<file path="config.mk">
export PLATFORM = sky130hd
export DESIGN_NAME = infix_to_postfix_converter
export DESIGN_NICKNAME = d
export VERILOG_FILES = /design/src/design/ipc_pkg.sv /design/src/design/ipc_datapath.sv /design/src/design/ipc_ctrl.sv /design/src/design/infix_to_postfix_converter.sv
export VERILOG_INCLUDE_DIRS = /design/src /design/src/design
export SDC_FILE = /design/constraint.sdc
export NUM_CORES = 1
export LEC_CHECK = 0
export BUFFER_PORTS_ARGS = -buffer_cell sky130_fd_sc_hd__buf_2
export CAP_MARGIN = 20
export CORE_MARGIN = 2
export CORE_UTILIZATION = 42
export CTS_CLUSTER_SIZE = 14
export DETAILED_ROUTE_END_ITERATION = 8
export GPL_ROUTABILITY_DRIVEN = 1
export GPL_TIMING_DRIVEN = 0
export PLACE_DENSITY_LB_ADDON = 0.2
export SKIP_CTS_REPAIR_TIMING = 1
export SYNTH_ARGS = -nofsm -noshare
export SYNTH_HDL_FRONTEND = slang
export SYNTH_SLANG_ARGS = --single-unit
</file>
<file path="constraint.sdc">
create_clock -name i_clk -period 8.1 [get_ports i_clk]
set_input_delay 0 -clock i_clk [delete_from_list [all_inputs] [get_ports i_clk]]
set_output_delay 0 -clock i_clk [all_outputs]
set_load 0.01 [all_outputs]
</file>
<file path="src/design/infix_to_postfix_converter_macros.svh">
// shared assertion macros for the infix to postfix converter
`ifndef INFIX_TO_POSTFIX_CONVERTER_MACROS_SVH
`define INFIX_TO_POSTFIX_CONVERTER_MACROS_SVH

// same-cycle implication
`define IPC_ASSERT_IMPL(lbl, clk, rst_n, ante, cons) \
    lbl: assert property (@(posedge clk) disable iff (!rst_n) (ante) |-> (cons)) \
        else $error("ipc check failed");

// next-cycle implication
`define IPC_ASSERT_NEXT(lbl, clk, rst_n, ante, cons) \
    lbl: assert property (@(posedge clk) disable iff (!rst_n) (ante) |=> (cons)) \
        else $error("ipc check failed");

`endif

</file>
<file path="src/design/ipc_pkg.sv">
`default_nettype none

package ipc_pkg;

    // input token kinds
    localparam logic [2:0] KIND_OPERAND = 3'd0;
    localparam logic [2:0] KIND_PLUS    = 3'd1;
    localparam logic [2:0] KIND_MINUS   = 3'd2;
    localparam logic [2:0] KIND_TIMES   = 3'd3;
    localparam logic [2:0] KIND_DIVIDE  = 3'd4;
    localparam logic [2:0] KIND_OPEN    = 3'd5;
    localparam logic [2:0] KIND_CLOSE   = 3'd6;
    localparam logic [2:0] KIND_END     = 3'd7;

    // result kinds beyond the operator codes
    localparam logic [2:0] OUT_OPERAND = 3'd0;
    localparam logic [2:0] OUT_DONE    = 3'd5;
    localparam logic [2:0] OUT_ERROR   = 3'd6;

    // error codes
    localparam logic [2:0] ERR_NONE          = 3'd0;
    localparam logic [2:0] ERR_MISSING_OPND  = 3'd1;
    localparam logic [2:0] ERR_UNMATCHED_CLS = 3'd2;
    localparam logic [2:0] ERR_DOUBLE_OP     = 3'd3;
    localparam logic [2:0] ERR_BAD_ENDING    = 3'd4;
    localparam logic [2:0] ERR_UNMATCHED_OPN = 3'd5;
    localparam logic [2:0] ERR_OVERFLOW      = 3'd6;

    // class of the previous token
    localparam logic [2:0] CLS_NONE     = 3'd0;
    localparam logic [2:0] CLS_OPERAND  = 3'd1;
    localparam logic [2:0] CLS_OPERATOR = 3'd2;
    localparam logic [2:0] CLS_OPEN     = 3'd3;
    localparam logic [2:0] CLS_CLOSE    = 3'd4;

    typedef struct packed {
        logic       load;
        logic       stack_push;
        logic       stack_pop;
        logic       stack_read;
        logic       set_prev;
        logic [2:0] prev;
        logic       set_disc;
        logic       clear;
        logic       res_en;
        logic       res_last;
        logic [2:0] res_kind;
        logic [2:0] res_code;
        logic       res_fin;
    } t_cmd;

    typedef struct packed {
        logic [2:0] kind;
        logic [2:0] prev;
        logic       disc;
        logic       empty;
        logic       full;
        logic       one;
        logic [2:0] top;
        logic       hold_v;
        logic       out_free;
    } t_sts;

    function automatic logic prec_hi(input logic [2:0] k);
        return (k == KIND_TIMES) || (k == KIND_DIVIDE);
    endfunction

endpackage

`default_nettype wire

</file>
<file path="src/design/ipc_datapath.sv">
`default_nettype none
`include "infix_to_postfix_converter_macros.svh"

module ipc_datapath #(
    parameter int STACK_DEPTH = 16,
    parameter int VALUE_WIDTH = 32
) (
    input  wire logic                          i_clk,
    input  wire logic                          i_rst_n,
    input  wire ipc_pkg::t_cmd                 i_cmd,
    output ipc_pkg::t_sts                      o_sts,
    input  wire logic [2:0]                    i_kind,
    input  wire logic signed [VALUE_WIDTH-1:0] i_operand_value,
    input  wire logic                          i_stall,
    output logic                               o_valid,
    output logic [2:0]                         o_out_kind,
    output logic signed [VALUE_WIDTH-1:0]      o_out_value,
    output logic [2:0]                         o_error_code,
    output logic                               o_last
);
    import ipc_pkg::*;

    localparam int CW = $clog2(STACK_DEPTH + 1);
    localparam int AW = $clog2(STACK_DEPTH);

    logic [2:0]                    r_kind;
    logic signed [VALUE_WIDTH-1:0] r_value;
    logic [CW-1:0]                 r_count, n_count;
    logic [2:0]                    r_prev, n_prev;
    logic                          r_disc, n_disc;
    logic [2:0]                    mem [STACK_DEPTH];
    logic [2:0]                    r_top;
    logic [CW-1:0]                 w_cnt_m1;

    logic                          r_hv, n_hv;
    logic [2:0]                    r_hkind, r_hcode;
    logic signed [VALUE_WIDTH-1:0] r_hvalue;
    logic                          r_ov, n_ov;
    logic [2:0]                    r_okind, r_ocode;
    logic signed [VALUE_WIDTH-1:0] r_ovalue;
    logic                          r_olast;

    logic                          w_out_free;
    logic                          w_load_out;
    logic                          w_from_hold;
    logic signed [VALUE_WIDTH-1:0] w_res_value;

    assign w_cnt_m1    = r_count - CW'(1);
    assign w_out_free  = !r_ov || !i_stall;
    assign w_res_value = (i_cmd.res_kind == OUT_OPERAND) ? r_value : '0;
    // the held result moves out when a newer one replaces it, or at the end of an item
    assign w_from_hold = i_cmd.res_fin || (i_cmd.res_en && !i_cmd.res_last && r_hv);
    assign w_load_out  = w_from_hold || (i_cmd.res_en && i_cmd.res_last);

    always_comb begin
        n_count = r_count;
        n_prev  = r_prev;
        n_disc  = r_disc;
        if (i_cmd.clear) begin
            n_count = '0;
            n_prev  = CLS_NONE;
            n_disc  = 1'b0;
        end else begin
            if (i_cmd.stack_push) begin
                n_count = r_count + CW'(1);
            end else if (i_cmd.stack_pop) begin
                n_count = w_cnt_m1;
            end
            if (i_cmd.set_prev) begin
                n_prev = i_cmd.prev;
            end
            if (i_cmd.set_disc) begin
                n_disc = 1'b1;
            end
        end
        n_hv = r_hv;
        if (i_cmd.res_fin) begin
            n_hv = 1'b0;
        end else if (i_cmd.res_en && !i_cmd.res_last) begin
            n_hv = 1'b1;
        end
        n_ov = w_load_out ? 1'b1 : (r_ov && i_stall);
    end

    always_ff @(posedge i_clk) begin
        if (!i_rst_n) begin
            r_count <= '0;
            r_prev  <= CLS_NONE;
            r_disc  <= 1'b0;
            r_hv    <= 1'b0;
            r_ov    <= 1'b0;
        end else begin
            r_count <= n_count;
            r_prev  <= n_prev;
            r_disc  <= n_disc;
            r_hv    <= n_hv;
            r_ov    <= n_ov;
        end
    end

    always_ff @(posedge i_clk) begin
        if (i_cmd.stack_push) begin
            mem[r_count[AW-1:0]] <= r_kind;
        end
        if (i_cmd.stack_read) begin
            r_top <= mem[w_cnt_m1[AW-1:0]];
        end
    end

    always_ff @(posedge i_clk) begin
        if (i_cmd.load) begin
            r_kind  <= i_kind;
            r_value <= i_operand_value;
        end
        if (i_cmd.res_en && !i_cmd.res_last) begin
            r_hkind  <= i_cmd.res_kind;
            r_hcode  <= i_cmd.res_code;
            r_hvalue <= w_res_value;
        end
        if (w_from_hold) begin
            r_okind  <= r_hkind;
            r_ocode  <= r_hcode;
            r_ovalue <= r_hvalue;
            r_olast  <= i_cmd.res_fin;
        end else if (i_cmd.res_en && i_cmd.res_last) begin
            r_okind  <= i_cmd.res_kind;
            r_ocode  <= i_cmd.res_code;
            r_ovalue <= w_res_value;
            r_olast  <= 1'b1;
        end
    end

    always_comb begin
        o_sts          = '0;
        o_sts.kind     = r_kind;
        o_sts.prev     = r_prev;
        o_sts.disc     = r_disc;
        o_sts.empty    = (r_count == '0);
        o_sts.full     = (r_count == CW'(STACK_DEPTH));
        o_sts.one      = (r_count == CW'(1));
        o_sts.top      = r_top;
        o_sts.hold_v   = r_hv;
        o_sts.out_free = w_out_free;
    end

    assign o_valid      = r_ov;
    assign o_out_kind   = r_okind;
    assign o_out_value  = r_ovalue;
    assign o_error_code = r_ocode;
    assign o_last       = r_olast;

    `IPC_ASSERT_IMPL(a_count_bound, i_clk, i_rst_n, 1'b1, r_count <= CW'(STACK_DEPTH))
    `IPC_ASSERT_IMPL(a_fin_has_hold, i_clk, i_rst_n, i_cmd.res_fin, r_hv)
    `IPC_ASSERT_IMPL(a_out_slot_free, i_clk, i_rst_n, w_load_out, w_out_free)
    `IPC_ASSERT_NEXT(a_fin_drains, i_clk, i_rst_n, i_cmd.res_fin, !r_hv && r_ov && r_olast)

endmodule

`default_nettype wire

</file>
<file path="src/design/ipc_ctrl.sv">
`default_nettype none
`include "infix_to_postfix_converter_macros.svh"

module ipc_ctrl (
    input  wire logic          i_clk,
    input  wire logic          i_rst_n,
    input  wire logic          i_valid,
    output logic               o_stall,
    input  wire ipc_pkg::t_sts i_sts,
    output ipc_pkg::t_cmd      o_cmd
);
    import ipc_pkg::*;

    typedef enum logic [2:0] {
        S_IDLE,
        S_EXEC,
        S_RD,
        S_CHK,
        S_EMPTY,
        S_FIN
    } t_state;

    t_state r_state, n_state;
    t_state w_after;

    // an item ends through the drain step if a popped result is still held
    assign w_after = i_sts.hold_v ? S_FIN : S_IDLE;
    assign o_stall = (r_state != S_IDLE);

    always_comb begin
        o_cmd   = '0;
        n_state = r_state;
        case (r_state)
            S_IDLE: begin
                if (i_valid) begin
                    o_cmd.load = 1'b1;
                    n_state    = S_EXEC;
                end
            end
            S_EXEC: begin
                if (i_sts.disc) begin
                    o_cmd.clear = (i_sts.kind == KIND_END);
                    n_state     = S_IDLE;
                end else begin
                    case (i_sts.kind)
                        KIND_OPERAND: begin
                            if (i_sts.out_free) begin
                                o_cmd.res_en   = 1'b1;
                                o_cmd.res_last = 1'b1;
                                o_cmd.res_kind = OUT_OPERAND;
                                o_cmd.set_prev = 1'b1;
                                o_cmd.prev     = CLS_OPERAND;
                                n_state        = S_IDLE;
                            end
                        end
                        KIND_OPEN: begin
                            if (i_sts.full) begin
                                if (i_sts.out_free) begin
                                    o_cmd.res_en   = 1'b1;
                                    o_cmd.res_last = 1'b1;
                                    o_cmd.res_kind = OUT_ERROR;
                                    o_cmd.res_code = ERR_OVERFLOW;
                                    o_cmd.set_disc = 1'b1;
                                    n_state        = S_IDLE;
                                end
                            end else begin
                                o_cmd.stack_push = 1'b1;
                                o_cmd.set_prev   = 1'b1;
                                o_cmd.prev       = CLS_OPEN;
                                n_state          = S_IDLE;
                            end
                        end
                        KIND_CLOSE: begin
                            if (i_sts.prev inside {CLS_OPERATOR, CLS_NONE}) begin
                                if (i_sts.out_free) begin
                                    o_cmd.res_en   = 1'b1;
                                    o_cmd.res_last = 1'b1;
                                    o_cmd.res_kind = OUT_ERROR;
                                    o_cmd.res_code = ERR_MISSING_OPND;
                                    o_cmd.set_disc = 1'b1;
                                    n_state        = S_IDLE;
                                end
                            end else if (i_sts.empty) begin
                                n_state = S_EMPTY;
                            end else begin
                                o_cmd.stack_read = 1'b1;
                                n_state          = S_CHK;
                            end
                        end
                        KIND_END: begin
                            if (i_sts.prev inside {CLS_OPERATOR, CLS_OPEN}) begin
                                if (i_sts.out_free) begin
                                    o_cmd.res_en   = 1'b1;
                                    o_cmd.res_last = 1'b1;
                                    o_cmd.res_kind = OUT_ERROR;
                                    o_cmd.res_code = ERR_BAD_ENDING;
                                    o_cmd.clear    = 1'b1;
                                    n_state        = S_IDLE;
                                end
                            end else if (i_sts.empty) begin
                                n_state = S_EMPTY;
                            end else begin
                                o_cmd.stack_read = 1'b1;
                                n_state          = S_CHK;
                            end
                        end
                        default: begin
                            // the four operators
                            if (i_sts.prev == CLS_OPERATOR) begin
                                if (i_sts.out_free) begin
                                    o_cmd.res_en   = 1'b1;
                                    o_cmd.res_last = 1'b1;
                                    o_cmd.res_kind = OUT_ERROR;
                                    o_cmd.res_code = ERR_DOUBLE_OP;
                                    o_cmd.set_disc = 1'b1;
                                    n_state        = S_IDLE;
                                end
                            end else if (i_sts.empty) begin
                                n_state = S_EMPTY;
                            end else begin
                                o_cmd.stack_read = 1'b1;
                                n_state          = S_CHK;
                            end
                        end
                    endcase
                end
            end
            S_RD: begin
                o_cmd.stack_read = 1'b1;
                n_state          = S_CHK;
            end
            S_CHK: begin
                if (i_sts.kind == KIND_CLOSE && i_sts.top == KIND_OPEN) begin
                    o_cmd.stack_pop = 1'b1;
                    o_cmd.set_prev  = 1'b1;
                    o_cmd.prev      = CLS_CLOSE;
                    n_state         = w_after;
                end else if (i_sts.kind == KIND_END && i_sts.top == KIND_OPEN) begin
                    if (i_sts.out_free) begin
                        o_cmd.res_en   = 1'b1;
                        o_cmd.res_last = !i_sts.hold_v;
                        o_cmd.res_kind = OUT_ERROR;
                        o_cmd.res_code = ERR_UNMATCHED_OPN;
                        o_cmd.clear    = 1'b1;
                        n_state        = w_after;
                    end
                end else if (i_sts.kind != KIND_CLOSE && i_sts.kind != KIND_END &&
                             (i_sts.top == KIND_OPEN ||
                              (prec_hi(i_sts.kind) && !prec_hi(i_sts.top)))) begin
                    // operator stops popping and goes on the stack, or reports overflow if the stack is full
                    if (i_sts.full) begin
                        if (i_sts.out_free) begin
                            o_cmd.res_en   = 1'b1;
                            o_cmd.res_last = !i_sts.hold_v;
                            o_cmd.res_kind = OUT_ERROR;
                            o_cmd.res_code = ERR_OVERFLOW;
                            o_cmd.set_disc = 1'b1;
                            n_state        = w_after;
                        end
                    end else begin
                        o_cmd.stack_push = 1'b1;
                        o_cmd.set_prev   = 1'b1;
                        o_cmd.prev       = CLS_OPERATOR;
                        n_state          = w_after;
                    end
                end else if (i_sts.out_free) begin
                    // pop one operator to the result stream
                    o_cmd.res_en    = 1'b1;
                    o_cmd.res_kind  = i_sts.top;
                    o_cmd.stack_pop = 1'b1;
                    n_state         = i_sts.one ? S_EMPTY : S_RD;
                end
            end
            S_EMPTY: begin
                case (i_sts.kind)
                    KIND_CLOSE: begin
                        if (i_sts.out_free) begin
                            o_cmd.res_en   = 1'b1;
                            o_cmd.res_last = !i_sts.hold_v;
                            o_cmd.res_kind = OUT_ERROR;
                            o_cmd.res_code = ERR_UNMATCHED_CLS;
                            o_cmd.set_disc = 1'b1;
                            n_state        = w_after;
                        end
                    end
                    KIND_END: begin
                        if (i_sts.out_free) begin
                            o_cmd.res_en   = 1'b1;
                            o_cmd.res_last = !i_sts.hold_v;
                            o_cmd.res_kind = OUT_DONE;
                            o_cmd.clear    = 1'b1;
                            n_state        = w_after;
                        end
                    end
                    default: begin
                        // an operator onto an empty stack
                        o_cmd.stack_push = 1'b1;
                        o_cmd.set_prev   = 1'b1;
                        o_cmd.prev       = CLS_OPERATOR;
                        n_state          = w_after;
                    end
                endcase
            end
            S_FIN: begin
                if (i_sts.out_free) begin
                    o_cmd.res_fin = 1'b1;
                    n_state       = S_IDLE;
                end
            end
            default: begin
                n_state = S_IDLE;
            end
        endcase
    end

    always_ff @(posedge i_clk) begin
        if (!i_rst_n) begin
            r_state <= S_IDLE;
        end else begin
            r_state <= n_state;
        end
    end

    `IPC_ASSERT_IMPL(a_no_push_full, i_clk, i_rst_n, o_cmd.stack_push, !i_sts.full)
    `IPC_ASSERT_IMPL(a_no_pop_empty, i_clk, i_rst_n, o_cmd.stack_pop, !i_sts.empty)

endmodule

`default_nettype wire

</file>
<file path="src/design/infix_to_postfix_converter.sv">
// one item at a time: an operand, '(' or a rejected token is handled in the execute state
// an operator, ')' or end scans the operator stack, popping one operator per step;
// each step reads the top through the one registered read port of the stack memory
// results leave through an output register; a stalled output holds the scan
// synchronous active-low reset empties the stack, clears the previous class,
// the discard flag and both result registers; stack entries are not cleared
`default_nettype none

module infix_to_postfix_converter #(
    parameter int STACK_DEPTH = 16,
    parameter int VALUE_WIDTH = 32
) (
    input  wire logic                          i_clk,
    input  wire logic                          i_rst_n,
    input  wire logic                          i_valid,
    output logic                               o_stall,
    input  wire logic [2:0]                    i_kind,
    input  wire logic signed [VALUE_WIDTH-1:0] i_operand_value,
    output logic                               o_valid,
    input  wire logic                          i_stall,
    output logic [2:0]                         o_out_kind,
    output logic signed [VALUE_WIDTH-1:0]      o_out_value,
    output logic [2:0]                         o_error_code,
    output logic                               o_last
);
    import ipc_pkg::*;

    t_cmd w_cmd;
    t_sts w_sts;

    ipc_ctrl u_ctrl (
        .i_clk   (i_clk),
        .i_rst_n (i_rst_n),
        .i_valid (i_valid),
        .o_stall (o_stall),
        .i_sts   (w_sts),
        .o_cmd   (w_cmd)
    );

    ipc_datapath #(
        .STACK_DEPTH (STACK_DEPTH),
        .VALUE_WIDTH (VALUE_WIDTH)
    ) u_datapath (
        .i_clk           (i_clk),
        .i_rst_n         (i_rst_n),
        .i_cmd           (w_cmd),
        .o_sts           (w_sts),
        .i_kind          (i_kind),
        .i_operand_value (i_operand_value),
        .i_stall         (i_stall),
        .o_valid         (o_valid),
        .o_out_kind      (o_out_kind),
        .o_out_value     (o_out_value),
        .o_error_code    (o_error_code),
        .o_last          (o_last)
    );

endmodule

`default_nettype wire

</file>
# Yosys cells after proc, flatten, opt, wreduce, memory -nomap -nowiden
# Memories as Yosys holds them, arrays and structs flattened. A register that Yosys moved wholly into a read port is not among the register bits.
# Cells that the tools add are included.
[word_totals] ff_bits=126 mem_bits_rw=48 input_bits=39 out_inout_bits=41 elab_cells=175 memories=1
[mem_list] name="u_datapath.mem" depth=16 word_bits=3 read_ports=1 rd_clocked_by_memory_dff=1 wr=1 line="ipc_datapath.sv:31" text="logic [2:0] mem [STACK_DEPTH];"
[op_classes] addsub=2 n_eq_ne=21 mux=99 n_bitwise=1 reduce_logical=36
[ops] operator="two-way mux 32 bit" n=3
[ops] operator="two-way mux 8 bit" n=11
[ops] operator="two-way mux 3 bit" n=25
[ops] operator="one-hot mux 14 bit (3 select lines)" n=1
[ops] operator="two-way mux 1 bit" n=32
[ops] operator="two-way mux 9 bit" n=3
[ops] operator="two-way mux 5 bit" n=5
[ops] operator="== test 3 bit (second input constant)" n=8
[ops] operator="one-hot mux 3 bit (4 select lines)" n=2
[ops] operator="two-way mux 4 bit" n=5
[ops] operator="one-hot mux 5 bit (4 select lines)" n=1
[ops] operator="== test 3 x 2 -> 1 bit (second input constant)" n=6
[ops] operator="one-hot mux 3 bit (6 select lines)" n=1
[ops] operator="zero test 3 bit" n=4
[ops] operator="two-way mux 6 bit" n=2
[ops] operator="two-way mux 10 bit" n=1
[ops] operator="one-hot mux 5 bit (2 select lines)" n=1
[ops] operator="OR reduction 2 bit" n=5
[ops] operator="logical AND 1 bit" n=9
[ops] operator="one-hot mux 1 bit (3 select lines)" n=3
[ops] operator="one-hot mux 4 bit (2 select lines)" n=1
[ops] operator="nonzero test 2 bit" n=4
[ops] operator="logical OR 1 bit" n=6
[ops] operator="!= test 3 bit (second input constant)" n=2
[ops] operator="other kinds (14)" n=18

# Depth between registers and ports, before layout
# Gate-level depths: netlist of the first run.
[logic_depth] ltp_word=16 ltp_mapped=11 ltp_nobuf=8

# By module
# From an unflattened synthesis of the first run, not the netlist that was laid out.
[hier_totals] hier_cells=549 area_unflattened_um2=7788.7
[modules_own_cells] mod="ipc_datapath" instances=1 cells_per_inst=372 area_per_inst_um2=6691.4 seq_area_each_um2=5114.9
[modules_own_cells] mod="ipc_ctrl" instances=1 cells_per_inst=177 area_per_inst_um2=1097.3 seq_area_each_um2=60.1

# Worst setup path after synthesis of the first run
# OpenSTA, ideal clock, no wires.
[synth_timing] kind="reg-to-reg" start="reg u_datapath.r_count[0]" end="reg u_datapath.r_hcode[0] (enable)" setup_ps=433 arrival_ps=3836 required_ps=7667 slack_ps=3831 stages_incl_launch_ff=10 path_buffers=2 period_less_slack_ps=4269 path_cell_list="dfxtp_1 clkbuf_1 buf_2 inv_1 ha_1 nand4bb_1 o21a_2 o21bai_1 a221o_1 nor2_1"
[synth_between] elab_chain_len=8 elab_cells_between_ends=12 classes_between="eq/ne: 1; mux: 9; reduce/logical: 2"
[synth_lines] element="start: declaration" line="ipc_datapath.sv:28" text="logic [CW-1:0] r_count, n_count;"
[synth_lines] element="start signal: assignment" line="ipc_datapath.sv:93" text="r_count <= n_count;"
[synth_lines] element="== test 5 bit *" line="ipc_datapath.sv:139" text="o_sts.full = (r_count == CW'(STACK_DEPTH));"
[synth_lines] element="two-way mux 8 bit" line="ipc_ctrl.sv:151" text="if (i_sts.full) begin"
[synth_lines] element="two-way mux 1 bit" line="ipc_ctrl.sv:147" text="end else if (i_sts.kind != KIND_CLOSE && i_sts.kind != KIND_END &&"
[synth_lines] element="two-way mux 8 bit" line="ipc_ctrl.sv:138" text="end else if (i_sts.kind == KIND_END && i_sts.top == KIND_OPEN) begin"
[synth_lines] element="two-way mux 10 bit" line="ipc_ctrl.sv:133" text="if (i_sts.kind == KIND_CLOSE && i_sts.top == KIND_OPEN) begin"
[synth_lines] element="one-hot mux 14 bit (3 select lines) *" line="ipc_ctrl.sv:33" text="case (r_state)"
[synth_lines] element="zero test 1 bit" line="ipc_datapath.sv:115" text="if (i_cmd.res_en && !i_cmd.res_last) begin"
[synth_lines] element="logical AND 1 bit *" line="ipc_datapath.sv:115"
[synth_lines] element="end signal: assignment" line="ipc_datapath.sv:117" text="r_hcode <= i_cmd.res_code;"
[synth_lines] element="end: declaration" line="ipc_datapath.sv:36" text="logic [2:0] r_hkind, r_hcode;"
# Every way passes the cells marked *; elsewhere a longest branch is shown, timed or not.
# A chain may end at the register's enable or synchronous reset.

# Final worst setup path of the first run
[layout_timing] start="reg u_datapath.r_count[0]" end="reg u_datapath.r_hvalue[22] (enable)"
[layout_between] elab_chain_len=8 elab_cells_between_ends=12 classes_between="eq/ne: 1; mux: 9; reduce/logical: 2"
[layout_lines] element="== test 5 bit *" line="ipc_datapath.sv:139"
[layout_lines] element="two-way mux 8 bit" line="ipc_ctrl.sv:151"
[layout_lines] element="two-way mux 1 bit" line="ipc_ctrl.sv:147"
[layout_lines] element="two-way mux 8 bit" line="ipc_ctrl.sv:138"
[layout_lines] element="two-way mux 10 bit" line="ipc_ctrl.sv:133"
[layout_lines] element="one-hot mux 14 bit (3 select lines) *" line="ipc_ctrl.sv:33"
[layout_lines] element="zero test 1 bit" line="ipc_datapath.sv:115"
[layout_lines] element="logical AND 1 bit *" line="ipc_datapath.sv:115"
[layout_lines] element="end signal: assignment" line="ipc_datapath.sv:118" text="r_hvalue <= w_res_value;"
[layout_lines] element="end: declaration" line="ipc_datapath.sv:37" text="logic signed [VALUE_WIDTH-1:0] r_hvalue;"
# Marks and branches as above.

==> metrics.csv, run 1 <==
metric,value,unit
syn nets,572,
area grow syn2layout,22.3,%
largest net degree at the start of global routing,39,
Tot GR Track Use,17.3,%
Post-Syn Area,0.00770,mm2
DRC Markers,0,
num rows,49,
Mapped Cells,528,
unrepaired setup endpoints after global routing,no,
Via Count,4950,
share of layout cells above drive strength 1,24.9,%
Tightest Hold Check Type,input pin to register,
M1 GR Usage,23.4,%
IO Pins,80,
worst r2r src,u_datapath.r_count[0],
Routed Antenna Nets,0,
vias in the first global route,4828,
Syn Area/Cell,14.6,um2
Num CTS Buffers,17,
CTS tree,yes,
first-pass detailed-route iteration total,7,
commonest cells in the netlist,"edfxtp_1, nor2_1, and2_1",
average routed wire per standard cell,18.1,um
ys async rst share,0,%
static leakage,0.00337,uW
fin. max-slew vios,0,
final hold vios,0,
DIE HEIGHT,139,um
CP Data Required Time,8220,ps
CP Launch Point,u_datapath.r_count[0],
final setup vio count,0,
DP Wirelength,11200,um
Via density,5.45,
global-route wire length before repair,26400,um
most numerous cell in the Yosys netlist,edfxtp_1,
CP arrival,3770,ps
Critical Path Source Type,register,
n_diodes,0,
Nets,711,
Slew HR,47.8,%
crit end category,register,
final setup TNS,0,ps
Cell Pwr Density,214,mW/mm2
Worst Skew,15.4,ps
"Remaining Overflow, GRT",0,
sequential area share after synthesis,67.2,%
Final Wtd Congestion,0.911,
die extent in x,139,um
Max Cap Violations,0,
root buffer cell,clkbuf_16,
routed wire length,16500,um
maximum vdd drop,158,uV
startpoint of the worst hold path,i_stall,
Num Clock Sinks,177,
Worst-Margin Slew,783,ps
final hold slack,251,ps
number of enable flip-flop cells after synthesis,163,
synth warn,0,
initial antenna violation count,0,
Clock Pin Slew Worst Setup and Hold Paths,70,ps
synthesis-stage register bit count,177,
worst reg2reg setup slack,4450,ps
status,completed,
GR Util met3,3.41,%
Most Crowded Layer GR,met2,
final critical-path share of the clock period,45.0,%
clk buf depth,2,
post-synth top area share,63.6,%
crit path max fanout,29,
Initial Util,42.9,%
met2 Use GR,27.4,%
core footprint,0.0180,mm2
Starting DRT DRC Count,394,
largest area contributor in the netlist,edfxtp_1,
clock period minus worst slack,3650,ps
largest cells by area after synthesis,"edfxtp_1, mux4_2, a22o_1, dfxtp_1, and2_1",
synth unique cells,73,
Crit Path Class,register to register,
Fmax,0.274,GHz
H-tree level count,4,
DIE AREA,0.0194,mm2
port bufs,79,
Worst-Skew Late Latency,430,ps
top_reg_cell synth,edfxtp_1,
==> state kept, by name, summed over array words and instances, names as in the netlist, 5 cells and up <==
name	count
u_datapath.mem	48
u_datapath.o_out_value	32
u_datapath.r_hvalue	32
u_datapath.r_value	32
u_datapath.r_count	5
==> worst max-delay path, stage by stage, from the launching register on <==
cell and delay, ps:
dfxtp_1 370, clkbuf_1 490, buf_2 390, inv_1 130, ha_1 270, nand4bb_1 270
o21a_2 290, o21bai_1 80, a221o_1 440, nor2_4 340, buf_12 250
==> worst paths after layout <==
check | depth (start not counted) | endpoint
worst max-delay path | 10 | u_datapath.r_hvalue[22]
worst min-delay path | 4 | u_datapath.o_valid
worst max register to register | 10 | u_datapath.r_hvalue[22]
worst min register to register | 2 | u_datapath.r_prev[2]
==> layer usage <==
metal	vias up	part of all wire [%]
met4	0	2.0
met5	-	0
li1	2336	-
met2	182	48
met3	24	5.4
met1	2408	44
==> area by class of cell <==
| class | instances | area (um2) |
|---|---|---|
| well taps | 229 | 287 |
| repair buffers | 120 | 831 |
| flip-flops and latches | 177 | 5170 |
| multi-input cells | 317 | 2400 |
| clock inverters | 15 | 156 |
| fillers | 1517 | 8550 |
| clock buffers | 17 | 425 |
| plain buffers | 28 | 121 |
| inverters | 6 | 22.5 |
==> where the power goes <==
group          switching (uW)  total [uW]  internal [uW]
sequential               17.3        1050           1040
combinational            87.7         166           78.4
clock                     383         796            413
==> cell usage in the layout (no fill, tap or decap), drive strengths merged, types with 6 or more instances in the layout <==
| cell | instances |
|---|---|
| o21ai | 17 |
| nand2 | 32 |
| a21oi | 16 |
| mux2 | 9 |
| mux4 | 15 |
| nor2 | 40 |
| nand3 | 6 |
| nand2b | 10 |
| dfxtp | 14 |
| nor4 | 7 |
| edfxtp | 163 |
| buf | 95 |
| inv | 16 |
| a22o | 32 |
| clkbuf | 33 |
| and2 | 37 |
| dlygate4sd3 | 37 |
| a21boi | 6 |
==> metrics by stage <==
step	cells	power [uW]	setup slack [ps]	cell area, um2	utilization (%)
3_5_place_dp	839	1230	4440	8460	47.1
3_3_place_gp	836	1220	2490	8380	46.7
2_1_floorplan	528	1170	3830	7700	-
5_1_grt	909	2090	4110	9420	52.4
6_report	909	2020	4450	9420	52.4
4_1_cts	871	2020	4410	9040	50.3
==> cells by family (layout without fill, tap and decap cells) <==
family          count (synthesis)  count (layout)  share of synthesized area (%)
flops                         177             177                           67.2
simple gates                  173             173                           12.8
compound gates                107             107                           10.6
buf+inv                        34             186                           1.87
mux                            29              29                           6.35
fa+ha+maj                       5               5                          0.812
xor+xnor                        3               3                          0.341
Note: power is estimated with default switching activity, not from simulation.
==> inputs of run 2 (changes only) <==
Clock period 8.1 ns to 3 ns, I/O delays scaled along.
==> run 2 against run 1 <==
Against the previous run: clock power rose to 2.7 times the previous value; die area did not move; fmax rose by 28%; critical path depth fell by 1; global-route usage rose by 0.39 points; critical path type unchanged; largest power group unchanged; via count rose by 1.9%; core utilization rose by 0.90 points; sequential cell count did not move; sequential power rose to 2.7 times the previous value; critical endpoint is now u_datapath.o_out_value[20].
==> metrics.csv, run 2 (synthesis results as in run 1) <==
metric,value,unit
Slew HR,57.4,%
final critical-path share of the clock period,95.1,%
Tightest Hold Check Type,input pin to register,
unrepaired setup endpoints after global routing,no,
vias in the first global route,4989,
DRC Markers,0,
slowest CP cell,edfxtp_1,
status,completed,
core footprint,0.0180,mm2
port bufs,79,
Via Count,5042,
Via density,5.49,
"Remaining Overflow, GRT",0,
Tot GR Track Use,17.7,%
routed wire length,17300,um
fin. max-slew vios,0,
average routed wire per standard cell,18.9,um
Routed Antenna Nets,0,
Num CTS Buffers,17,
DIE AREA,0.0194,mm2
"commonest non-fill, non-tap cell in the layout",edfxtp_1,
CP Data Required Time,3190,ps
global-route wire length before repair,26800,um
Initial Util,42.9,%
Multi-input gate area,0.00246,mm2
Clock Pin Slew Worst Setup and Hold Paths,80,ps
Num Clock Sinks,177,
Worst-Skew Late Latency,440,ps
max reg flops,48,
area grow syn2layout,24.4,%
fillers,1492,
static leakage,0.00347,uW
Critical Path Source Type,register,
Max Cap Violations,0,
clock period minus worst slack,2850,ps
Crit Path Class,register to register,
Starting DRT DRC Count,492,
maximum vdd drop,383,uV
share of layout cells above drive strength 1,27.3,%
n_diodes,0,
top cell family by delay on the critical path,compound AO/OA/AOI/OAI gates,
DP Wirelength,11200,um
CP cell instances,"mux2_2, o2111ai_2, buf_4, o31ai_1, a21oi_1, nor4_4, buf_4, buf_6, a22o_1",
crit path max fanout,12,
IO Pins,80,
worst slack at placement,-821,ps
Worst Skew,14.4,ps
DIE HEIGHT,139,um
final setup vio count,0,
worst path bufs/invs,3,
Reg area,0.00517,mm2
Nets,720,
H-tree level count,4,
Worst-Margin Slew,634,ps
first-pass detailed-route iteration total,7,
Final Wtd Congestion,0.913,
num rows,49,
final hold vios,0,
crit end category,register,
worst setup margin,147,ps
Cell Pwr Density,574,mW/mm2
largest net degree at the start of global routing,40,
root buffer cell,clkbuf_16,
Max stage delay on crit path,620,ps
initial antenna violation count,0,
"most used cell, CP",buf_4,
CP arrival,3040,ps
CTS tree,yes,
post-layout util,53.3,%
clk buf depth,2,
most frequent cells in the layout,"edfxtp_1, buf_2, nor2_1, and2_1, dlygate4sd3_1",
Fmax,0.351,GHz
die extent in x,139,um
run 2: routing by layer:
metal	wire length [um]	track usage (%)	share of wire (%)	vias up
met2	8460	28.5	49	164
met5	0	0	0	-
met4	454	7.02	2.6	0
met1	7680	23.4	44	2481
li1	-	-	-	2361
met3	737	4.09	4.3	36
run 2: layout make-up:
| cell class | instances | area share [%] |
|---|---|---|
| plain buffers | 26 | 1.38 |
| multi-input cells | 319 | 25.7 |
| clock buffers | 17 | 4.44 |
| clock inverters | 15 | 1.67 |
| inverters | 6 | 0.235 |
| repair buffers | 129 | 9.52 |
| flip-flops and latches | 177 | 54.0 |
| well taps | 229 | 2.99 |
run 2: stage by stage:
| step | power [uW] | instances | cell area, um2 | hold WS (ps) | TNS (ps) |
|---|---|---|---|---|---|
| 2_1_floorplan | 3150 | 528 | 7710 | 98.9 | 0 |
| 3_5_place_dp | 3310 | 837 | 8420 | 179 | -60480 |
| 6_report | 5500 | 918 | 9580 | 10.6 | 0 |
| 4_1_cts | 5460 | 869 | 9010 | -279 | -62380 |
| 3_3_place_gp | 3290 | 836 | 8390 | 176 | -82420 |
| 5_1_grt | 5690 | 918 | 9580 | 8.60 | 0 |
run 2: path summary, 6_finish.rpt:
path	from	to	slack, ps	cells past startpoint
worst max register to register	u_datapath.r_kind[1]	u_datapath.o_out_value[20]	150	9
worst max-delay path	u_datapath.r_kind[1]	u_datapath.o_out_value[20]	150	9
worst min register to register	u_datapath.r_prev[2]	u_datapath.r_prev[2]	540	2
worst min-delay path	i_valid	u_datapath.r_value[4]	10	3
run 2: power by group:
part	internal [uW]	total, uW	switching, uW
combinational	231	494	263
sequential	2800	2830	35.0
clock	1120	2170	1060
run 2: worst min-delay path, delay by kind of cell:
family | cells | cell delay (ps)
buffers and inverters | 2 | 200
and+or+nand+nor | 1 | 80
